## src/sv/vector_line_segmenter_top_defines.svh

```systemverilog
// Assertion macros for the vector line segmenter.
// No dependencies; included by the top level.
`ifndef VECTOR_LINE_SEGMENTER_TOP_DEFINES_SVH
`define VECTOR_LINE_SEGMENTER_TOP_DEFINES_SVH

`ifndef ASSERT_OFF
`define VLS_ASSERT_IMPL(label, clk, rst_n, ante, cons, msg) \
    label: assert property (@(posedge clk) disable iff (!rst_n) (ante) |-> (cons)) \
        else $error(msg);
`define VLS_ASSERT_NEXT(label, clk, rst_n, ante, cons, msg) \
    label: assert property (@(posedge clk) disable iff (!rst_n) (ante) |=> (cons)) \
        else $error(msg);
`else
`define VLS_ASSERT_IMPL(label, clk, rst_n, ante, cons, msg)
`define VLS_ASSERT_NEXT(label, clk, rst_n, ante, cons, msg)
`endif

`endif

```

## src/sv/vls_pkg.sv

```systemverilog
// Package of the vector line segmenter: widths, codes and the
// controller/datapath command and status structs. No dependencies.
package vls_pkg;

    localparam int COORD_BITS = 12;
    localparam int CMAX       = (1 << COORD_BITS) - 1;
    localparam int MID        = CMAX / 2;
    localparam int N_MAX      = 8;
    localparam int N_BITS     = $clog2(N_MAX + 1);
    localparam int DIV_W      = COORD_BITS + 3;
    localparam int DIV_ITERS  = (DIV_W + 1) / 2;
    localparam int DIV_PW     = 2 * DIV_ITERS;
    localparam int ITER_W     = $clog2(DIV_ITERS);

    localparam logic OP_DOT    = 1'b0;
    localparam logic OP_LINE   = 1'b1;
    localparam logic KIND_MOVE = 1'b0;
    localparam logic KIND_DRAW = 1'b1;

    typedef logic [COORD_BITS-1:0] t_coord;
    typedef logic [N_BITS-1:0]     t_count;

    typedef struct packed {
        logic load;
        logic delta;
        logic count;
        logic div_load;
        logic div_step;
        logic code;
        logic emit_move;
        logic emit_draw;
        logic last;
    } t_cmd;

    typedef struct packed {
        logic   op;
        logic   need_move;
        logic   n_zero;
        t_count n;
        logic   out_free;
    } t_stat;

endpackage

```

## src/sv/vls_in_if.sv

```systemverilog
// Request channel of the vector line segmenter: valid, ready, op and points.
// Depends on vls_pkg.
interface vls_in_if;
    import vls_pkg::*;

    logic   valid;
    logic   ready;
    logic   op;
    t_coord x1;
    t_coord y1;
    t_coord x2;
    t_coord y2;

    modport source (output valid, output op, output x1, output y1, output x2, output y2,
                    input ready);
    modport sink   (input valid, input op, input x1, input y1, input x2, input y2,
                    output ready);
endinterface

```

## src/sv/vls_out_if.sv

```systemverilog
// Command channel of the vector line segmenter: valid, ready, kind, codes, last.
// Depends on vls_pkg.
interface vls_out_if;
    import vls_pkg::*;

    logic   valid;
    logic   ready;
    logic   kind;
    t_coord x_code;
    t_coord y_code;
    logic   last;

    modport source (output valid, output kind, output x_code, output y_code, output last,
                    input ready);
    modport sink   (input valid, input kind, input x_code, input y_code, input last,
                    output ready);
endinterface

```

## src/sv/vls_ctrl.sv

```systemverilog
// Controller of the vector line segmenter: sequences accept, delta, count,
// divide, code and emit steps. Depends on vls_pkg.
module vls_ctrl (
    input  logic           i_clk,
    input  logic           i_rst_n,
    input  logic           i_in_valid,
    output logic           o_in_ready,
    input  vls_pkg::t_stat i_stat,
    output vls_pkg::t_cmd  o_cmd
);
    import vls_pkg::*;

    typedef enum logic [2:0] {
        S_IDLE,
        S_DELTA,
        S_COUNT,
        S_LOAD,
        S_DIV,
        S_CODE,
        S_MOVE,
        S_DRAW
    } t_state;

    t_state              r_state, n_state;
    logic [ITER_W-1:0]   r_iter, n_iter;
    t_count              r_cnt, n_cnt;

    always_comb begin
        n_state    = r_state;
        n_iter     = r_iter;
        n_cnt      = r_cnt;
        o_cmd      = '0;
        o_in_ready = 1'b0;
        case (r_state)
            S_IDLE: begin
                o_in_ready = 1'b1;
                if (i_in_valid) begin
                    o_cmd.load = 1'b1;
                    n_cnt      = '0;
                    n_state    = S_MOVE;
                end
            end
            S_DELTA: begin
                o_cmd.delta = 1'b1;
                n_state     = S_COUNT;
            end
            S_COUNT: begin
                o_cmd.count = 1'b1;
                n_state     = S_LOAD;
            end
            S_LOAD: begin
                if (i_stat.n_zero) begin
                    n_state = S_MOVE;
                end else begin
                    o_cmd.div_load = 1'b1;
                    n_iter         = '0;
                    n_state        = S_DIV;
                end
            end
            S_DIV: begin
                o_cmd.div_step = 1'b1;
                n_iter         = r_iter + ITER_W'(1);
                if (r_iter == ITER_W'(DIV_ITERS - 1)) begin
                    n_state = S_CODE;
                end
            end
            S_CODE: begin
                o_cmd.code = 1'b1;
                n_state    = S_MOVE;
            end
            S_MOVE: begin
                if (!i_stat.need_move) begin
                    n_state = i_stat.n_zero ? S_IDLE : S_DRAW;
                end else if (i_stat.out_free) begin
                    o_cmd.emit_move = 1'b1;
                    o_cmd.last      = i_stat.n_zero;
                    n_state         = i_stat.n_zero ? S_IDLE : S_DRAW;
                end
            end
            S_DRAW: begin
                if (i_stat.out_free) begin
                    o_cmd.emit_draw = 1'b1;
                    o_cmd.last      = (r_cnt == i_stat.n - N_BITS'(1));
                    n_cnt           = r_cnt + N_BITS'(1);
                    if (o_cmd.last) begin
                        n_state = S_IDLE;
                    end
                end
            end
            default: begin
                n_state = S_IDLE;
            end
        endcase
        if (r_state == S_IDLE && i_in_valid && i_stat.op == OP_LINE) begin
            n_state = S_DELTA;
        end
    end

    always_ff @(posedge i_clk) begin
        if (!i_rst_n) begin
            r_state <= S_IDLE;
            r_iter  <= '0;
            r_cnt   <= '0;
        end else begin
            r_state <= n_state;
            r_iter  <= n_iter;
            r_cnt   <= n_cnt;
        end
    end
endmodule

```

## src/sv/vls_dp.sv

```systemverilog
// Datapath of the vector line segmenter: beam state, deltas, segment count,
// radix-4 divider, code clamp and output register. Depends on vls_pkg.
module vls_dp (
    input  logic           i_clk,
    input  logic           i_rst_n,
    input  logic           i_op,
    input  vls_pkg::t_coord i_x1,
    input  vls_pkg::t_coord i_y1,
    input  vls_pkg::t_coord i_x2,
    input  vls_pkg::t_coord i_y2,
    input  vls_pkg::t_cmd  i_cmd,
    output vls_pkg::t_stat o_stat,
    output logic           o_valid,
    input  logic           i_ready,
    output logic           o_kind,
    output vls_pkg::t_coord o_x_code,
    output vls_pkg::t_coord o_y_code,
    output logic           o_last
);
    import vls_pkg::*;

    typedef struct packed {
        t_count       rem;
        logic [1:0]   q;
    } t_div2;

    function automatic t_div2 div2(input t_count rem, input logic [1:0] b, input t_count d);
        logic [N_BITS:0] t;
        t_count          r;
        t_div2           res;
        t = {rem, b[1]};
        if (t >= {1'b0, d}) begin
            res.q[1] = 1'b1;
            r        = N_BITS'(t - {1'b0, d});
        end else begin
            res.q[1] = 1'b0;
            r        = t[N_BITS-1:0];
        end
        t = {r, b[0]};
        if (t >= {1'b0, d}) begin
            res.q[0] = 1'b1;
            r        = N_BITS'(t - {1'b0, d});
        end else begin
            res.q[0] = 1'b0;
            r        = t[N_BITS-1:0];
        end
        res.rem = r;
        return res;
    endfunction

    function automatic t_coord clamp_code(input logic [DIV_PW-1:0] quo, input logic neg);
        logic signed [DIV_PW+1:0] q;
        logic signed [DIV_PW+1:0] v;
        t_coord                   c;
        q = $signed({2'b00, quo});
        v = $signed((DIV_PW + 2)'(MID)) + (neg ? -q : q);
        if (v < 0) begin
            c = '0;
        end else if (v > $signed((DIV_PW + 2)'(CMAX))) begin
            c = COORD_BITS'(CMAX);
        end else begin
            c = v[COORD_BITS-1:0];
        end
        return c;
    endfunction

    t_coord            r_beam_x, r_beam_y;
    logic              r_known;
    logic              r_op, r_need_move;
    t_coord            r_sx, r_sy, r_ex, r_ey;
    t_coord            r_ax, r_ay;
    logic              r_negx, r_negy;
    t_count            r_n;
    logic [DIV_PW-1:0] r_qx, r_qy;
    t_count            r_remx, r_remy;
    t_coord            r_code_x, r_code_y;
    logic              r_ov, r_okind, r_olast;
    t_coord            r_ox, r_oy;

    logic              at_p1, at_p2, swap;
    logic signed [COORD_BITS:0] dx, dy;
    t_coord            m;
    logic [COORD_BITS+2:0] m8;
    t_count            n_cnt;
    logic [DIV_W-1:0]  dvx, dvy;
    t_div2             stx, sty;
    logic              out_free;

    always_comb begin
        at_p1 = r_known && r_beam_x == i_x1 && r_beam_y == i_y1;
        at_p2 = r_known && r_beam_x == i_x2 && r_beam_y == i_y2;
        swap  = (i_op == OP_LINE) && at_p2;

        dx = $signed({1'b0, r_ex}) - $signed({1'b0, r_sx});
        dy = $signed({1'b0, r_ey}) - $signed({1'b0, r_sy});

        m     = (r_ax > r_ay) ? r_ax : r_ay;
        m8    = {m, 3'b000};
        n_cnt = '0;
        for (int k = 0; k < N_MAX; k++) begin
            if (m8 > (COORD_BITS + 3)'(k * CMAX)) begin
                n_cnt = n_cnt + N_BITS'(1);
            end
        end

        dvx = {1'b0, r_ax, 2'b00} + (r_negx ? '0 : DIV_W'(r_n - N_BITS'(1)));
        dvy = {1'b0, r_ay, 2'b00} + (r_negy ? '0 : DIV_W'(r_n - N_BITS'(1)));

        stx = div2(r_remx, r_qx[DIV_PW-1 -: 2], r_n);
        sty = div2(r_remy, r_qy[DIV_PW-1 -: 2], r_n);

        out_free = !r_ov || i_ready;
    end

    always_ff @(posedge i_clk) begin
        if (!i_rst_n) begin
            r_beam_x <= '0;
            r_beam_y <= '0;
            r_known  <= 1'b0;
            r_ov     <= 1'b0;
        end else begin
            if (i_cmd.load) begin
                r_known <= 1'b1;
                if (i_op == OP_LINE && !swap) begin
                    r_beam_x <= i_x2;
                    r_beam_y <= i_y2;
                end else begin
                    r_beam_x <= i_x1;
                    r_beam_y <= i_y1;
                end
            end
            if (i_cmd.emit_move || i_cmd.emit_draw) begin
                r_ov <= 1'b1;
            end else if (i_ready) begin
                r_ov <= 1'b0;
            end
        end
    end

    always_ff @(posedge i_clk) begin
        if (i_cmd.load) begin
            r_op        <= i_op;
            r_need_move <= !(at_p1 || swap);
            r_sx        <= swap ? i_x2 : i_x1;
            r_sy        <= swap ? i_y2 : i_y1;
            r_ex        <= swap ? i_x1 : i_x2;
            r_ey        <= swap ? i_y1 : i_y2;
            r_n         <= N_BITS'(1);
            r_code_x    <= COORD_BITS'(MID);
            r_code_y    <= COORD_BITS'(MID);
        end
        if (i_cmd.delta) begin
            r_negx <= dx[COORD_BITS];
            r_negy <= dy[COORD_BITS];
            r_ax   <= dx[COORD_BITS] ? COORD_BITS'(-dx) : dx[COORD_BITS-1:0];
            r_ay   <= dy[COORD_BITS] ? COORD_BITS'(-dy) : dy[COORD_BITS-1:0];
        end
        if (i_cmd.count) begin
            r_n <= n_cnt;
        end
        if (i_cmd.div_load) begin
            r_qx   <= DIV_PW'(dvx);
            r_qy   <= DIV_PW'(dvy);
            r_remx <= '0;
            r_remy <= '0;
        end
        if (i_cmd.div_step) begin
            r_qx   <= {r_qx[DIV_PW-3:0], stx.q};
            r_qy   <= {r_qy[DIV_PW-3:0], sty.q};
            r_remx <= stx.rem;
            r_remy <= sty.rem;
        end
        if (i_cmd.code) begin
            r_code_x <= clamp_code(r_qx, r_negx);
            r_code_y <= clamp_code(r_qy, r_negy);
        end
        if (i_cmd.emit_move) begin
            r_okind <= KIND_MOVE;
            r_ox    <= r_sx;
            r_oy    <= r_sy;
            r_olast <= i_cmd.last;
        end
        if (i_cmd.emit_draw) begin
            r_okind <= KIND_DRAW;
            r_ox    <= r_code_x;
            r_oy    <= r_code_y;
            r_olast <= i_cmd.last;
        end
    end

    assign o_stat.op        = (i_cmd.load) ? i_op : r_op;
    assign o_stat.need_move = r_need_move;
    assign o_stat.n_zero    = (r_n == '0);
    assign o_stat.n         = r_n;
    assign o_stat.out_free  = out_free;

    assign o_valid  = r_ov;
    assign o_kind   = r_okind;
    assign o_x_code = r_ox;
    assign o_y_code = r_oy;
    assign o_last   = r_olast;
endmodule

```

## src/sv/vector_line_segmenter_top.sv

```systemverilog
// Vector line segmenter: takes one dot or line request at a time and emits
// move and draw commands. A dot is accepted, then its move is checked or sent,
// then it draws. A line is accepted, then passes the delta, count, load,
// divider and code steps, the move slot (whether or not a move goes out) and
// one to eight draws; a zero-length line skips the divider and code steps and
// ends after the move slot. The radix-4 divider forms the per-draw code.
// A request is taken only when the previous one has handed its last command
// to the output register, which may still wait on the sink. An output stall
// holds the controller in its move or draw step.
`include "vector_line_segmenter_top_defines.svh"

module vector_line_segmenter_top (
    input  logic      i_clk,
    input  logic      i_rst_n,
    vls_in_if.sink    i_req,
    vls_out_if.source o_cmd
);
    import vls_pkg::*;

    t_cmd  cmd;
    t_stat stat;

    vls_ctrl u_ctrl (
        .i_clk      (i_clk),
        .i_rst_n    (i_rst_n),
        .i_in_valid (i_req.valid),
        .o_in_ready (i_req.ready),
        .i_stat     (stat),
        .o_cmd      (cmd)
    );

    vls_dp u_dp (
        .i_clk    (i_clk),
        .i_rst_n  (i_rst_n),
        .i_op     (i_req.op),
        .i_x1     (i_req.x1),
        .i_y1     (i_req.y1),
        .i_x2     (i_req.x2),
        .i_y2     (i_req.y2),
        .i_cmd    (cmd),
        .o_stat   (stat),
        .o_valid  (o_cmd.valid),
        .i_ready  (o_cmd.ready),
        .o_kind   (o_cmd.kind),
        .o_x_code (o_cmd.x_code),
        .o_y_code (o_cmd.y_code),
        .o_last   (o_cmd.last)
    );

    `VLS_ASSERT_IMPL(a_move_needed, i_clk, i_rst_n, cmd.emit_move, stat.need_move, "bad move")
    `VLS_ASSERT_NEXT(a_busy_after_load, i_clk, i_rst_n, cmd.load, !i_req.ready, "taken busy")
    `VLS_ASSERT_IMPL(a_dot_last, i_clk, i_rst_n, cmd.emit_draw && (stat.op == OP_DOT), cmd.last, "dot last")
endmodule
```

## src/flat_wrapper.sv

```systemverilog
// flat-port wrapper written by rule: the top's interface ports become plain ports
module vector_line_segmenter_top_flat import vls_pkg::*;
  (i_clk, i_rst_n, i_req_valid, i_req_op, i_req_x1, i_req_y1, i_req_x2, i_req_y2, i_req_ready, o_cmd_valid, o_cmd_kind, o_cmd_x_code, o_cmd_y_code, o_cmd_last, o_cmd_ready);
  vls_in_if i_req_i ();
  vls_out_if o_cmd_i ();
  input  logic i_clk;
  input  logic i_rst_n;
  input wire logic [$bits(i_req_i.valid)-1:0] i_req_valid;
  input wire logic [$bits(i_req_i.op)-1:0] i_req_op;
  input wire logic [$bits(i_req_i.x1)-1:0] i_req_x1;
  input wire logic [$bits(i_req_i.y1)-1:0] i_req_y1;
  input wire logic [$bits(i_req_i.x2)-1:0] i_req_x2;
  input wire logic [$bits(i_req_i.y2)-1:0] i_req_y2;
  output wire logic [$bits(i_req_i.ready)-1:0] i_req_ready;
  output wire logic [$bits(o_cmd_i.valid)-1:0] o_cmd_valid;
  output wire logic [$bits(o_cmd_i.kind)-1:0] o_cmd_kind;
  output wire logic [$bits(o_cmd_i.x_code)-1:0] o_cmd_x_code;
  output wire logic [$bits(o_cmd_i.y_code)-1:0] o_cmd_y_code;
  output wire logic [$bits(o_cmd_i.last)-1:0] o_cmd_last;
  input wire logic [$bits(o_cmd_i.ready)-1:0] o_cmd_ready;
  assign i_req_i.valid = i_req_valid;
  assign i_req_i.op = i_req_op;
  assign i_req_i.x1 = i_req_x1;
  assign i_req_i.y1 = i_req_y1;
  assign i_req_i.x2 = i_req_x2;
  assign i_req_i.y2 = i_req_y2;
  assign i_req_ready = i_req_i.ready;
  assign o_cmd_valid = o_cmd_i.valid;
  assign o_cmd_kind = o_cmd_i.kind;
  assign o_cmd_x_code = o_cmd_i.x_code;
  assign o_cmd_y_code = o_cmd_i.y_code;
  assign o_cmd_last = o_cmd_i.last;
  assign o_cmd_i.ready = o_cmd_ready;
  vector_line_segmenter_top u_core (.i_clk(i_clk), .i_rst_n(i_rst_n), .i_req(i_req_i), .o_cmd(o_cmd_i));
endmodule
```

## config.mk

```make
export PLATFORM = sky130hd
export DESIGN_NAME = vector_line_segmenter_top_flat
export DESIGN_NICKNAME = d
export VERILOG_FILES = /design/src/sv/vls_pkg.sv /design/src/sv/vls_in_if.sv /design/src/sv/vls_out_if.sv /design/src/sv/vls_ctrl.sv /design/src/sv/vls_dp.sv /design/src/sv/vector_line_segmenter_top.sv /design/src/flat_wrapper.sv
export VERILOG_INCLUDE_DIRS = /design/src /design/src/sv
export SDC_FILE = /design/constraint.sdc
export NUM_CORES = 1
export LEC_CHECK = 0
export CORE_MARGIN = 2
export CORE_UTILIZATION = 55
export CTS_CLUSTER_DIAMETER = 100
export DETAILED_ROUTE_END_ITERATION = 12
export DONT_BUFFER_PORTS = 1
export PLACE_DENSITY_LB_ADDON = 0.05
export SLEW_MARGIN = 20
export SYNTH_ARGS = -nofsm -noshare
export SYNTH_HDL_FRONTEND = slang
export SYNTH_SLANG_ARGS = --single-unit
```

## constraint.sdc

```tcl
create_clock -name i_clk -period 12.63 [get_ports i_clk]
set_input_delay 2.526 -clock i_clk [delete_from_list [all_inputs] [get_ports i_clk]]
set_output_delay 2.526 -clock i_clk [all_outputs]
set_load 0.05 [all_outputs]
```

# == After elaboration in Yosys (flattened, before gate mapping) ==
# Cells that the tools add are included.
# word_totals
register_bits,206
in_bits,53
out_inout_bits,28
word_cells,210
# classes
addsub,25
magnitude_cmp,17
n_eq_ne,24
mux,86
bitwise_logic,1
n_reduce_logical,28
# ops
cell,count
two-way mux 12 bit,20
two-way mux 4 bit,17
two-way mux 16 bit,4
equality test 12 bit,4
greater-than comparator 15 bit (second input constant),3
adder 12 x 18 -> 18 bit (first input constant),2
greater-than comparator 18 x 13 -> 1 bit (second input constant),2
< comparator 18 x 1 -> 1 bit (second input constant),2
two-way mux 18 bit,2
negation 16 -> 18 bit,2
adder 14 x 15 -> 15 bit,2
greater-than comparator 15 x 14 -> 1 bit (second input constant),2
two-way mux 15 bit,2
adder 4 x 1 -> 4 bit (second input constant),7
two-way mux 1 bit,26
subtractor 12 x 12 -> 13 bit,2
two-way mux 3 bit,8
negation 12 bit,2
case mux 3 bit (8 select lines),1
>= comparator 5 x 4 -> 1 bit,4
subtractor 4 bit,4
equality test 3 bit (second input constant),5
greater-than comparator 15 x 1 -> 1 bit (second input constant),1
greater-than comparator 15 x 12 -> 1 bit (second input constant),1
28 further kinds,56

# == Depth between registers and ports, before layout ==
# Gate-level depths: netlist (run 1).
# logic_depth
depth_word,19
depth_mapped,19
mapped_depth_nobuf,18

# == Cells and area by module ==
# From an unflattened synthesis (run 1), not the netlist that was laid out.
# unflattened
cells_unflattened,1494
area_unflattened_um2,14576.5
# modules_own_cells
module,instances,cells_per_inst,area_per_inst_um2,seq_area_each_um2
vls_dp,1,1402,13862.0,5605.4
vls_ctrl,1,92,714.4,200.2

# == Worst setup path after synthesis (run 1) ==
# OpenSTA, ideal clock, no wires.
# synth_timing
kind,input port to flip-flop
startpoint,input i_req_valid
endpoint,register u_core.u_dp.r_ex[0] (enable)
setup_ns,0.433
t_arrival_ns,4.344
t_required_ns,12.197
slack_ns,7.854
stages,3
n_path_buf,1
path_cell_list,nand2_1 -> clkinv_1 -> clkbuf_1
# synth_rtl
item,line_no,text
"start, declared",flat_wrapper.sv:8,input wire logic [$bits(i_req_i.valid)-1:0] i_req_valid;
"end signal, assigned",vls_dp.sv:146,r_ex <= swap ? i_x1 : i_x2;
"end, declared",vls_dp.sv:70,"t_coord r_sx, r_sy, r_ex, r_ey;"

# == Worst setup path after layout (run 1) ==
# layout_timing
startpoint,register u_core.u_dp.r_n[1]
endpoint,"register u_core.u_dp.r_remx[3], data pin"
# layout_via
elab_chain_cells,5
word_cells_on_any_way,7
classes_between,2 x add/sub; 2 x order compare; 3 x mux
# layout_rtl
item,line_no,text
"start, declared",vls_dp.sv:73,t_count r_n;
"start signal, assigned",vls_dp.sv:159,r_n <= n_cnt;
subtractor 4 bit / >= comparator 5 x 4 -> 1 bit (equally long branches),"vls_dp.sv:34, vls_dp.sv:32",
two-way mux 4 bit,vls_dp.sv:32,"if (t >= {1'b0, d}) begin"
subtractor 4 bit / >= comparator 5 x 4 -> 1 bit (equally long branches),"vls_dp.sv:42, vls_dp.sv:40",
two-way mux 4 bit *,vls_dp.sv:40,"if (t >= {1'b0, d}) begin"
two-way mux 4 bit *,vls_dp.sv:167,if (i_cmd.div_step) begin
"end signal, assigned",vls_dp.sv:170,r_remx <= stx.rem;
"end, declared",vls_dp.sv:75,"t_count r_remx, r_remy;"
# Mark *: on every way between the ends. The rest lies on a longest branch, timed or not.
# A chain may end at the register's enable or synchronous reset.

==> results of run 1 <==
metal layers:
metal / vias up / part of all wire / routed length, um
met5: - / 0.00040 / 13
met4: 2 / 0.026 / 856
met3: 56 / 0.058 / 1890
met2: 219 / 0.46 / 15000
met1: 4917 / 0.46 / 14800
li1: 5165 / - / -
report_power, final:
part | switching, uW | internal, uW | total [uW]
logic | 1090 | 776 | 1870
clock network | 280 | 439 | 719
registers | 254 | 1050 | 1300
synthesized netlist by cell type (19+ instances only):
| master | count |
|---|---|
| sky130_fd_sc_hd__mux2i_1 | 32 |
| sky130_fd_sc_hd__clkbuf_1 | 46 |
| sky130_fd_sc_hd__nor2b_1 | 26 |
| sky130_fd_sc_hd__mux2_2 | 56 |
| sky130_fd_sc_hd__ha_1 | 93 |
| sky130_fd_sc_hd__nor2_1 | 97 |
| sky130_fd_sc_hd__nand4_1 | 19 |
| sky130_fd_sc_hd__xnor2_1 | 104 |
| sky130_fd_sc_hd__nand2_1 | 125 |
| sky130_fd_sc_hd__edfxtp_1 | 168 |
| sky130_fd_sc_hd__a31oi_1 | 23 |
| sky130_fd_sc_hd__o211a_1 | 25 |
| sky130_fd_sc_hd__xor2_1 | 65 |
| sky130_fd_sc_hd__nor3_1 | 31 |
| sky130_fd_sc_hd__or3_1 | 19 |
| sky130_fd_sc_hd__o21ai_0 | 75 |
| sky130_fd_sc_hd__a21oi_1 | 68 |
| sky130_fd_sc_hd__dfxtp_1 | 37 |
| sky130_fd_sc_hd__inv_1 | 89 |
kinds of logic after synthesis:
kind of cell | count (synthesis) | synth area share
xor+xnor | 169 | 0.103
compound gates | 307 | 0.146
buf+inv | 156 | 0.0444
fa+ha+maj | 101 | 0.0922
simple gates | 418 | 0.144
flops | 205 | 0.403
mux | 90 | 0.0680
path summary, 6_finish.rpt:
kind                                           endpoint  slack, ps
worst min-delay path            u_core.u_dp.o_x_code[0]        540
worst max register to register    u_core.u_dp.r_remx[3]       7960
worst min register to register  u_core.u_dp.o_x_code[0]        540
worst max-delay path              u_core.u_dp.r_remx[3]       7960
cell usage in the layout (no fill, tap or decap), drive strengths merged, types with 13 or more instances in the layout:
cell | Yosys | final
a21o | 16 | 16
a21oi | 78 | 78
a31oi | 23 | 23
and2 | 14 | 14
clkbuf | 46 | 32
dfxtp | 37 | 37
edfxtp | 168 | 168
ha | 93 | 93
inv | 89 | 89
mux2 | 58 | 58
mux2i | 32 | 32
nand2 | 125 | 125
nand2b | 16 | 16
nand3 | 16 | 16
nand4 | 19 | 19
nor2 | 97 | 97
nor2b | 26 | 26
nor3 | 31 | 31
nor4 | 13 | 13
o211a | 25 | 25
o21ai | 76 | 76
o31ai | 15 | 15
or2 | 13 | 13
or3 | 19 | 19
xnor2 | 104 | 104
xor2 | 65 | 65
layout make-up:
type,count,area (um2),area share
repair buffers,10,78.8,0.00512
inverters,90,339,0.0220
well taps,335,419,0.0272
multi-input cells,1085,7960,0.517
flip-flops and latches,205,5790,0.376
clock buffers,32,682,0.0443
clock inverters,12,134,0.00869
metrics by stage:
step | hold WS (ps) | util
2_1_floorplan | 462 | -
3_3_place_gp | 514 | 0.564
3_5_place_dp | 498 | 0.564
4_1_cts | 536 | 0.596
5_1_grt | 562 | 0.596
6_report | 539 | 0.596
worst min-delay path, stage by stage, from the launching register on:
cell and delay, ps:
sky130_fd_sc_hd__edfxtp_1 330, sky130_fd_sc_hd__nand2_1 50, sky130_fd_sc_hd__nand2_1 50
==> results.toml, run 1 <==
[placement]
dpl.cell_count = 1725
setup_slack_after_placement_ps = 7670
routabilityCongestion = 0.957
dpl.hpwl_um = 23800
placedInstanceArea_mm2 = 0.0146
buffer_ports.inserted = 0

[drt]
totalWireLength_um = 32600
drt_pre_antenna_iters = 5
wl_per_cell_um = 18.4
post-route-drc-count = 0
detail_route.iter0.violations = 727
route.detailed.vias_per_inst = 5.86
detail-route-antenna-nets = 0
num_vias = 10400

[floorplanning]
placementRows = 59
die_width_um = 166
fp.dieH_um = 166
io_pins = 81
floorplan.die_area_mm2 = 0.0274
start_util = 0.556
design.core.area_mm2 = 0.0258

[finish]
final_layout_size_suffix_gt1_frac = 0.102
postLayoutCellArea_mm2 = 0.0154
antenna_cells_inserted = 0
largest_registers = "u_core.u_dp.r_qx x16, u_core.u_dp.r_qy x16"
fillers = 2272
synthToLayoutAreaGrowth_pct = 7.20
layout.nets = 1570
count_of_placed_standard_cells_in_the_final_layout_fillers_left_out = 1769

[timing]
totalNegativeSetupSlack_ps = 0
finalSetupViolCount = 0
max_freq_ghz = 0.214
timing.final.crit_period_ps = 4670
setup_ws_ps = 7960
slew_at_the_pin_with_the_worst_max_slew_slack_ps = 1050
final-max-slew-violation-count = 0
final.period_utilization = 0.369
max_slew_margin = 0.293
rsz0062_at_grt = "false"
max_clock_skew_ps = 17.1
hold_viol_final = 0

[pwr]
power-per-cell-area_mw_per_mm2 = 252
post-layout-total-power_uw = 3890
cellLeakagePower_uw = 0.00601
power.ir.vdd_worst_v = 0.000166

[setup_path]
worstPathRequired_ps = 12860
timing.critical_path.from = "u_core.u_dp.r_n[1]"
worstReg2RegStart = "u_core.u_dp.r_n[1]"
cp_num_cells = 17
worst-path-buf-inv = 2
worstPathCellList = "inv_1 -> ha_1 -> a21o_1 -> a21o_1 -> and2_1 -> nor2_1 -> mux2_2 -> inv_1 -> ha_1 -> nor2b_1 -> o21ai_0 -> nand2b_1 -> a31o_2 -> a211oi_1 -> nor2_1 -> a21oi_1 -> nor2_1"
crit_family = "compound AO/OA/AOI/OAI gates"
worstPathMaxFanout = 9
crit_type = "register to register"
cpMostUsedCell = "sky130_fd_sc_hd__nor2_1"
arrival_ps = 4900
critPathMaxStageDelay_ps = 770
worst_path_max_delay_cell = "sky130_fd_sc_hd__a211oi_1"
critical_path.endpoint_type = "register"
worst_setup_path_start_kind = "register"
reg2regPathDepth = 17

[clock_tree]
cts_htree_levels = 1
numClockSinks = 205
cts_root_buf = "sky130_fd_sc_hd__clkbuf_16"
tritoncts_clock_tree = "done"
cts.reportedPaths.clkPinSlew_ps = 60
numCtsBuffers = 24
quantity_of_hold_fixing_buffers_added_after_cts = 0
clkLatencyLatePin_ps = 520
postCtsSetupBuffers = 0
clockBufferDepth = 3
ctsResizeCount = 0

[synthesis]
ys_top_cells_by_area = "sky130_fd_sc_hd__edfxtp_1, sky130_fd_sc_hd__ha_1, sky130_fd_sc_hd__xnor2_1, sky130_fd_sc_hd__dfxtp_1, sky130_fd_sc_hd__mux2_2"
post_synth_inst_count = 1446
synth_warnings = 0
synth_flop_cell = "sky130_fd_sc_hd__edfxtp_1"
yosysSeqAreaShare = 0.403
synth.lib_cells_used.distinct = 75
ys_ff_latch = 205
async_reset_ff_frac = 0
edff_count_synth = 168
netlist.area_leader.share = 0.351
avgSynthCellArea_um2 = 9.93
syn-cell-area_mm2 = 0.0144
netlist.top_cell.by_area = "sky130_fd_sc_hd__edfxtp_1"
postSynthNetCount = 1600

[global_route]
grt_antenna_before_repair = 1
aggregate_global_route_resource_usage = 0.241
global_route.usage.met2 = 0.395
number_of_global_route_vias_before_repair = 10100
maximum_number_of_pins_on_one_net_before_global_route_repair = 101
globalRouteOverflowTotal = 0
grt_first_pass_wirelength_um = 52400
global_route.usage.met3 = 0.0500
gr-max-usage-layer = "met2"
global_route.usage.met1 = 0.324

[flow_run]
maxCapViolCount = 0

[run_status]
status = "complete, no violations"

[min_path]
min-delay-start = "u_core.u_dp.r_code_x[0]"
hold_depth = 2
worst_hold_path_type = "register to register"
Note: power is estimated with default switching activity, not from simulation.
==> inputs of run 2 (changes only) <==
clock period = 3.8 ns   (was 12.63 ns; I/O delays follow)
==> run 2 against run 1 <==
Global-route usage up 0.11 points. Power rose to 3.6 times the previous value. Setup slack worse by 8100 ps. The run now ends with negative setup slack left. Hold slack worse by 170 ps. Non-clock buffer count up 62. Wire length up 2.1%. First-iteration DRC count up 5.6%. Clock power rose to 3.1 times the previous value. Utilization up 2.3 points. Maximum frequency up 18%. Clock skew down 3.2 ps. Sequential power rose to 3.2 times the previous value.
==> results.toml, run 2 (synthesized netlist as in run 1, its figures left out) <==
[run_status]
status = "complete, but fails checks"
failed_checks = "negative setup slack"

[timing]
rsz0062_at_grt = "true"
finalSetupViolCount = 2
timing.final.crit_period_ps = 3950
setup_ws_ps = -150
max_slew_margin = 0.309
hold_viol_final = 0
max_freq_ghz = 0.253
slew_at_the_pin_with_the_worst_max_slew_slack_ps = 1040
totalNegativeSetupSlack_ps = -237
max_clock_skew_ps = 13.9
final.period_utilization = 1.04
final-max-slew-violation-count = 0

[global_route]
global_route.usage.met3 = 0.0577
global_route.usage.met2 = 0.401
aggregate_global_route_resource_usage = 0.242
grt_first_pass_wirelength_um = 52300
globalRouteOverflowTotal = 0
global_route.usage.met1 = 0.316
number_of_global_route_vias_before_repair = 10100
grt_antenna_before_repair = 1
maximum_number_of_pins_on_one_net_before_global_route_repair = 100
gr-max-usage-layer = "met2"

[pwr]
sequentialPowerShare = 0.303
power-per-cell-area_mw_per_mm2 = 872
post-layout-total-power_uw = 13900
p_comb_frac = 0.538
cellLeakagePower_uw = 0.00631
intPower_uw = 8040
net_switching_share_of_the_total_power = 0.423
switching_power_uw = 5900
clock_power_share = 0.159
power.ir.vdd_worst_v = 0.000712

[finish]
synthToLayoutAreaGrowth_pct = 11.3
largest_registers = "u_core.u_dp.r_qx x16, u_core.u_dp.r_qy x16"
final_common_cell = "sky130_fd_sc_hd__edfxtp_1"
final_layout_size_suffix_gt1_frac = 0.160
layout.nets = 1631
mostFrequentLayoutCells = "sky130_fd_sc_hd__edfxtp_1, sky130_fd_sc_hd__nand2_1, sky130_fd_sc_hd__xnor2_1"
fin_util = 0.619
postLayoutCellArea_mm2 = 0.0160

[setup_path]
worstPathRequired_ps = 4140
reg2regPathDepth = 16
crit_type = "register to register"
worst_setup_path_start_kind = "register"
worstPathMaxFanout = 5
arrival_ps = 4290
critical_path.endpoint_type = "register"

[clock_tree]
cts_root_buf = "sky130_fd_sc_hd__clkbuf_16"
cts_htree_levels = 1
numCtsBuffers = 23
numClockSinks = 205
clockBufferDepth = 3
clkLatencyLatePin_ps = 520
cts.reportedPaths.clkPinSlew_ps = 60
tritoncts_clock_tree = "done"
quantity_of_hold_fixing_buffers_added_after_cts = 0

[placement]
dpl.hpwl_um = 24300
routabilityCongestion = 0.933
buffer_ports.inserted = 0
placedInstanceArea_mm2 = 0.0150
setup_slack_after_placement_ps = -110

[drt]
detail-route-antenna-nets = 0
totalWireLength_um = 33200
drt_pre_antenna_iters = 7
post-route-drc-count = 0
num_vias = 10500
wl_per_cell_um = 18.2
detail_route.iter0.violations = 768
route.detailed.vias_per_inst = 5.75

[min_path]
worst_hold_path_type = "input port to register"
hold_depth = 1

[floorplanning]
start_util = 0.556
io_pins = 81
placementRows = 59
die_width_um = 166
floorplan.die_area_mm2 = 0.0274
fp.dieH_um = 166
design.core.area_mm2 = 0.0258

[flow_run]
maxCapViolCount = 0
## run 2: cell types whose count changed in the layout (fill, tap and decap cells not counted), sizes merged
cell / delta
buf: +62
bufinv: -2
clkbuf: -1
diode: +1
## run 2: power by group through the flow
stage | Combinational [uW] | Sequential [uW] | Clock, uW
after floorplan | 5420 | 4010 | 0
after global placement | 6900 | 4240 | 0
after detailed placement | 7020 | 4250 | 0
after CTS | 7100 | 4210 | 2250
after global routing | 8330 | 4310 | 2330
final | 7510 | 4220 | 2210
## run 2: per-stage QoR
stage	cells	hold slack, ps
detailed placement	1778	512
global route	1829	355
finish	1829	371
floorplan	1446	462
global placement	1778	508
CTS	1819	360
## run 2: worst paths after layout
check / slack [ps] / end / startpoint
hold / removal: 370 / u_core.u_dp.r_beam_y[10] / i_rst_n
setup reg to reg: -150 / u_core.u_dp.r_n[1] / u_core.u_dp.r_ay[6]
hold reg to reg: 530 / u_core.u_ctrl.r_iter[2] / u_core.u_ctrl.r_iter[2]
setup / recovery: -150 / u_core.u_dp.r_n[1] / u_core.u_dp.r_ay[6]
## run 2: timing repair
item	CTS	global route
setup buffers	0	9
resized for setup	4	26
pin swaps	2	10
setup endpoints to repair	2	15
## run 2: layer usage
metal | part of all wire | vias up | wire length, um
met3 | 0.058 | 47 | 1910
met2 | 0.47 | 208 | 15500
met5 | 0 | - | 0
li1 | - | 5287 | -
met4 | 0.028 | 0 | 920
met1 | 0.45 | 4972 | 14900
## run 2: final cells by class
| type | count | area [um2] |
|---|---|---|
| Fill cell | 2243 | 9850 |
| Multi-Input combinational cell | 1085 | 8160 |
| Sequential cell | 205 | 5790 |
| Clock buffer | 31 | 667 |
| Timing Repair Buffer | 72 | 541 |
| Tap cell | 335 | 419 |
| Inverter | 90 | 344 |
| Clock inverter | 10 | 76.3 |
| Antenna cell | 1 | 2.50 |
## run 2: worst max-delay path, cell delays in order (launching register included)
cell and delay [ps]:
sky130_fd_sc_hd__edfxtp_1 400, sky130_fd_sc_hd__inv_1 80, sky130_fd_sc_hd__ha_1 240, sky130_fd_sc_hd__a21o_1 160, sky130_fd_sc_hd__a221o_1 310, sky130_fd_sc_hd__a221o_1 320
sky130_fd_sc_hd__o22a_2 290, sky130_fd_sc_hd__mux2_4 340, sky130_fd_sc_hd__inv_6 80, sky130_fd_sc_hd__ha_4 140, sky130_fd_sc_hd__o211a_4 180, sky130_fd_sc_hd__ha_4 220
sky130_fd_sc_hd__xnor2_2 150, sky130_fd_sc_hd__xnor2_2 150, sky130_fd_sc_hd__or3_4 380, sky130_fd_sc_hd__a21o_1 160, sky130_fd_sc_hd__o31ai_1 180
==> inputs of run 3 (changes only) <==
clock period = 4.4 ns   (was 3.8 ns; I/O delays follow)
==> run 3 against run 2 <==
Die area unchanged. The flow now finishes without violations. Critical path type unchanged. Maximum frequency down 6.1%. Largest power group unchanged. Count of clock-buffer cells in the layout up 6. Non-clock buffer count down 48. Sequential power down 12%.
==> results.toml, run 3 (synthesized netlist as in run 1, its figures left out) <==
[run_status]
status = "complete, no violations"

[floorplanning]
die_width_um = 166
start_util = 0.556
design.core.area_mm2 = 0.0258
fp.dieH_um = 166
placementRows = 59
io_pins = 81
floorplan.die_area_mm2 = 0.0274

[timing]
hold-worst-slack_ps = 487
hold_viol_final = 0
final-max-slew-violation-count = 0
timing.final.crit_period_ps = 4200
max_freq_ghz = 0.238
totalNegativeSetupSlack_ps = 0
finalSetupViolCount = 0
max_clock_skew_ps = 11.5
final.period_utilization = 0.956
slew_at_the_pin_with_the_worst_max_slew_slack_ps = 1070
rsz0062_at_grt = "false"
max_slew_margin = 0.284

[setup_path]
worst_setup_path_endpoint = "u_core.u_dp.r_n[3]"
crit_type = "register to register"
worst-path-buf-inv = 3
reg2regPathDepth = 17
crit_family = "compound AO/OA/AOI/OAI gates"
timing.reg2reg.setup_slack_ps = 200
worstPathMaxFanout = 7
worstPathCellList = "ha_1 -> a21o_1 -> a221o_1 -> a221o_1 -> o22a_2 -> mux2_4 -> inv_2 -> ha_2 -> nand2_1 -> nand2_1 -> inv_1 -> ha_4 -> inv_1 -> a31oi_2 -> mux2_4 -> or4b_1 -> a21oi_1"
arrival_ps = 4570
timing.critical_path.from = "u_core.u_dp.r_ax[6]"
cp_num_cells = 17
critPathMaxStageDelay_ps = 430
worstReg2RegStart = "u_core.u_dp.r_ax[6]"
worst_path_max_delay_cell = "sky130_fd_sc_hd__or4b_1"
regToRegEndpoint = "u_core.u_dp.r_n[3]"
worst_setup_path_start_kind = "register"
worstPathRequired_ps = 4760
critical_path.endpoint_type = "register"

[pwr]
post-layout-total-power_uw = 11400
intPower_uw = 6530
power.ir.vdd_worst_v = 0.000508
cellLeakagePower_uw = 0.00604
clock_power_share = 0.167
sequentialPowerShare = 0.327
p_comb_frac = 0.506
switching_power_uw = 4830
net_switching_share_of_the_total_power = 0.425
power-per-cell-area_mw_per_mm2 = 735

[finish]
synthToLayoutAreaGrowth_pct = 7.64
ff_latch_area_mm2 = 0.00579
largest_registers = "u_core.u_dp.r_qx x16, u_core.u_dp.r_qy x16"
multiInputGateArea_mm2 = 0.00800
final_common_cell = "sky130_fd_sc_hd__edfxtp_1"
count_of_placed_standard_cells_in_the_final_layout_fillers_left_out = 1783
fillers = 2265
mostFrequentLayoutCells = "sky130_fd_sc_hd__edfxtp_1, sky130_fd_sc_hd__nand2_1, sky130_fd_sc_hd__xnor2_1"
postLayoutCellArea_mm2 = 0.0155
layout.nets = 1584
antenna_cells_inserted = 0
final_layout_size_suffix_gt1_frac = 0.114

[clock_tree]
clkLatencyLatePin_ps = 520
cts_root_buf = "sky130_fd_sc_hd__clkbuf_16"
cts_htree_levels = 1
numClockSinks = 205
tritoncts_clock_tree = "done"
clockBufferDepth = 3
cts.reportedPaths.clkPinSlew_ps = 60
numCtsBuffers = 24

[global_route]
grt_antenna_before_repair = 1
maximum_number_of_pins_on_one_net_before_global_route_repair = 100
aggregate_global_route_resource_usage = 0.237
globalRouteOverflowTotal = 0
number_of_global_route_vias_before_repair = 9845
grt_first_pass_wirelength_um = 50900

[placement]
routabilityCongestion = 0.890
placedInstanceArea_mm2 = 0.0147
dpl.hpwl_um = 24000
buffer_ports.inserted = 0
dpl.cell_count = 1737

[flow_run]
maxCapViolCount = 0

[min_path]
min-delay-start = "i_rst_n"
worst_hold_path_type = "input port to register"

[drt]
num_vias = 10400
drt_pre_antenna_iters = 5
detail-route-antenna-nets = 0
post-route-drc-count = 0
wl_per_cell_um = 18.2
detail_route.iter0.violations = 577
route.detailed.vias_per_inst = 5.80
totalWireLength_um = 32500
==> run 3: cell count changes in the layout (fill, tap and decap cells not counted), moves of 3 or more <==
cell                       change
sky130_fd_sc_hd__o21ai_0       +4
sky130_fd_sc_hd__o21ai_1       -4
sky130_fd_sc_hd__ha_1          +4
sky130_fd_sc_hd__clkbuf_8      -3
sky130_fd_sc_hd__inv_1         +4
sky130_fd_sc_hd__ha_4          -4
sky130_fd_sc_hd__xnor2_1       +4
sky130_fd_sc_hd__buf_4        -48
sky130_fd_sc_hd__inv_2         -3
sky130_fd_sc_hd__xnor2_2       -4
sky130_fd_sc_hd__clkbuf_1      +8
==> run 3: worst min path at each step <==
stage                              end  slack [ps]  depth (start not counted)
2_1_floorplan      u_core.u_dp.r_known         460                          1
4_1_cts            u_core.u_dp.r_known         460                          1
6_report           u_core.u_dp.r_known         490                          1
5_1_grt        u_core.u_dp.r_beam_x[1]         470                          1
3_5_place_dp   u_core.u_dp.o_y_code[0]         510                          2
3_3_place_gp   u_core.u_ctrl.r_iter[1]         510                          2
==> run 3: metrics by stage <==
stage | utilization | setup slack (ps)
2_1_floorplan | - | 122
3_3_place_gp | 0.567 | 109
3_5_place_dp | 0.568 | 38.0
4_1_cts | 0.596 | 10.4
5_1_grt | 0.598 | 15.0
6_report | 0.598 | 195
==> run 3: power groups by stage <==
stage          Clock (uW)  Sequential (uW)  Combinational (uW)
2_1_floorplan           0             3470                4470
3_3_place_gp            0             3730                5560
3_5_place_dp            0             3740                5670
4_1_cts              1940             3710                5710
5_1_grt              2010             3790                6440
6_report             1900             3710                5750
==> run 3: what timing repair did <==
item                                   CTS  global route
hold buffers                             0             0
endpoints found under the hold margin    0             0
resized for setup                        2             9
setup endpoints to repair                2             2
pin swaps                                0             1
buffers inserted                         0             2
gates cloned                             0             0
==> run 3: metal layers <==
layer  GRT usage  up-vias  share of wire  wire [um]
met2       0.383      221           0.45      14700
met1       0.321     4874           0.46      15000
met4      0.0874        2          0.036       1180
li1            -     5194              -          -
met3      0.0387       59          0.047       1530
met5           0        -        0.00034         11
==> run 3: final cells by class <==
type                    count  area share
clock inverters             7     0.00372
repair buffers             24      0.0117
clock buffers              37      0.0440
well taps                 335      0.0271
inverters                  90      0.0219
flip-flops and latches    205       0.374
multi-input cells        1085       0.517
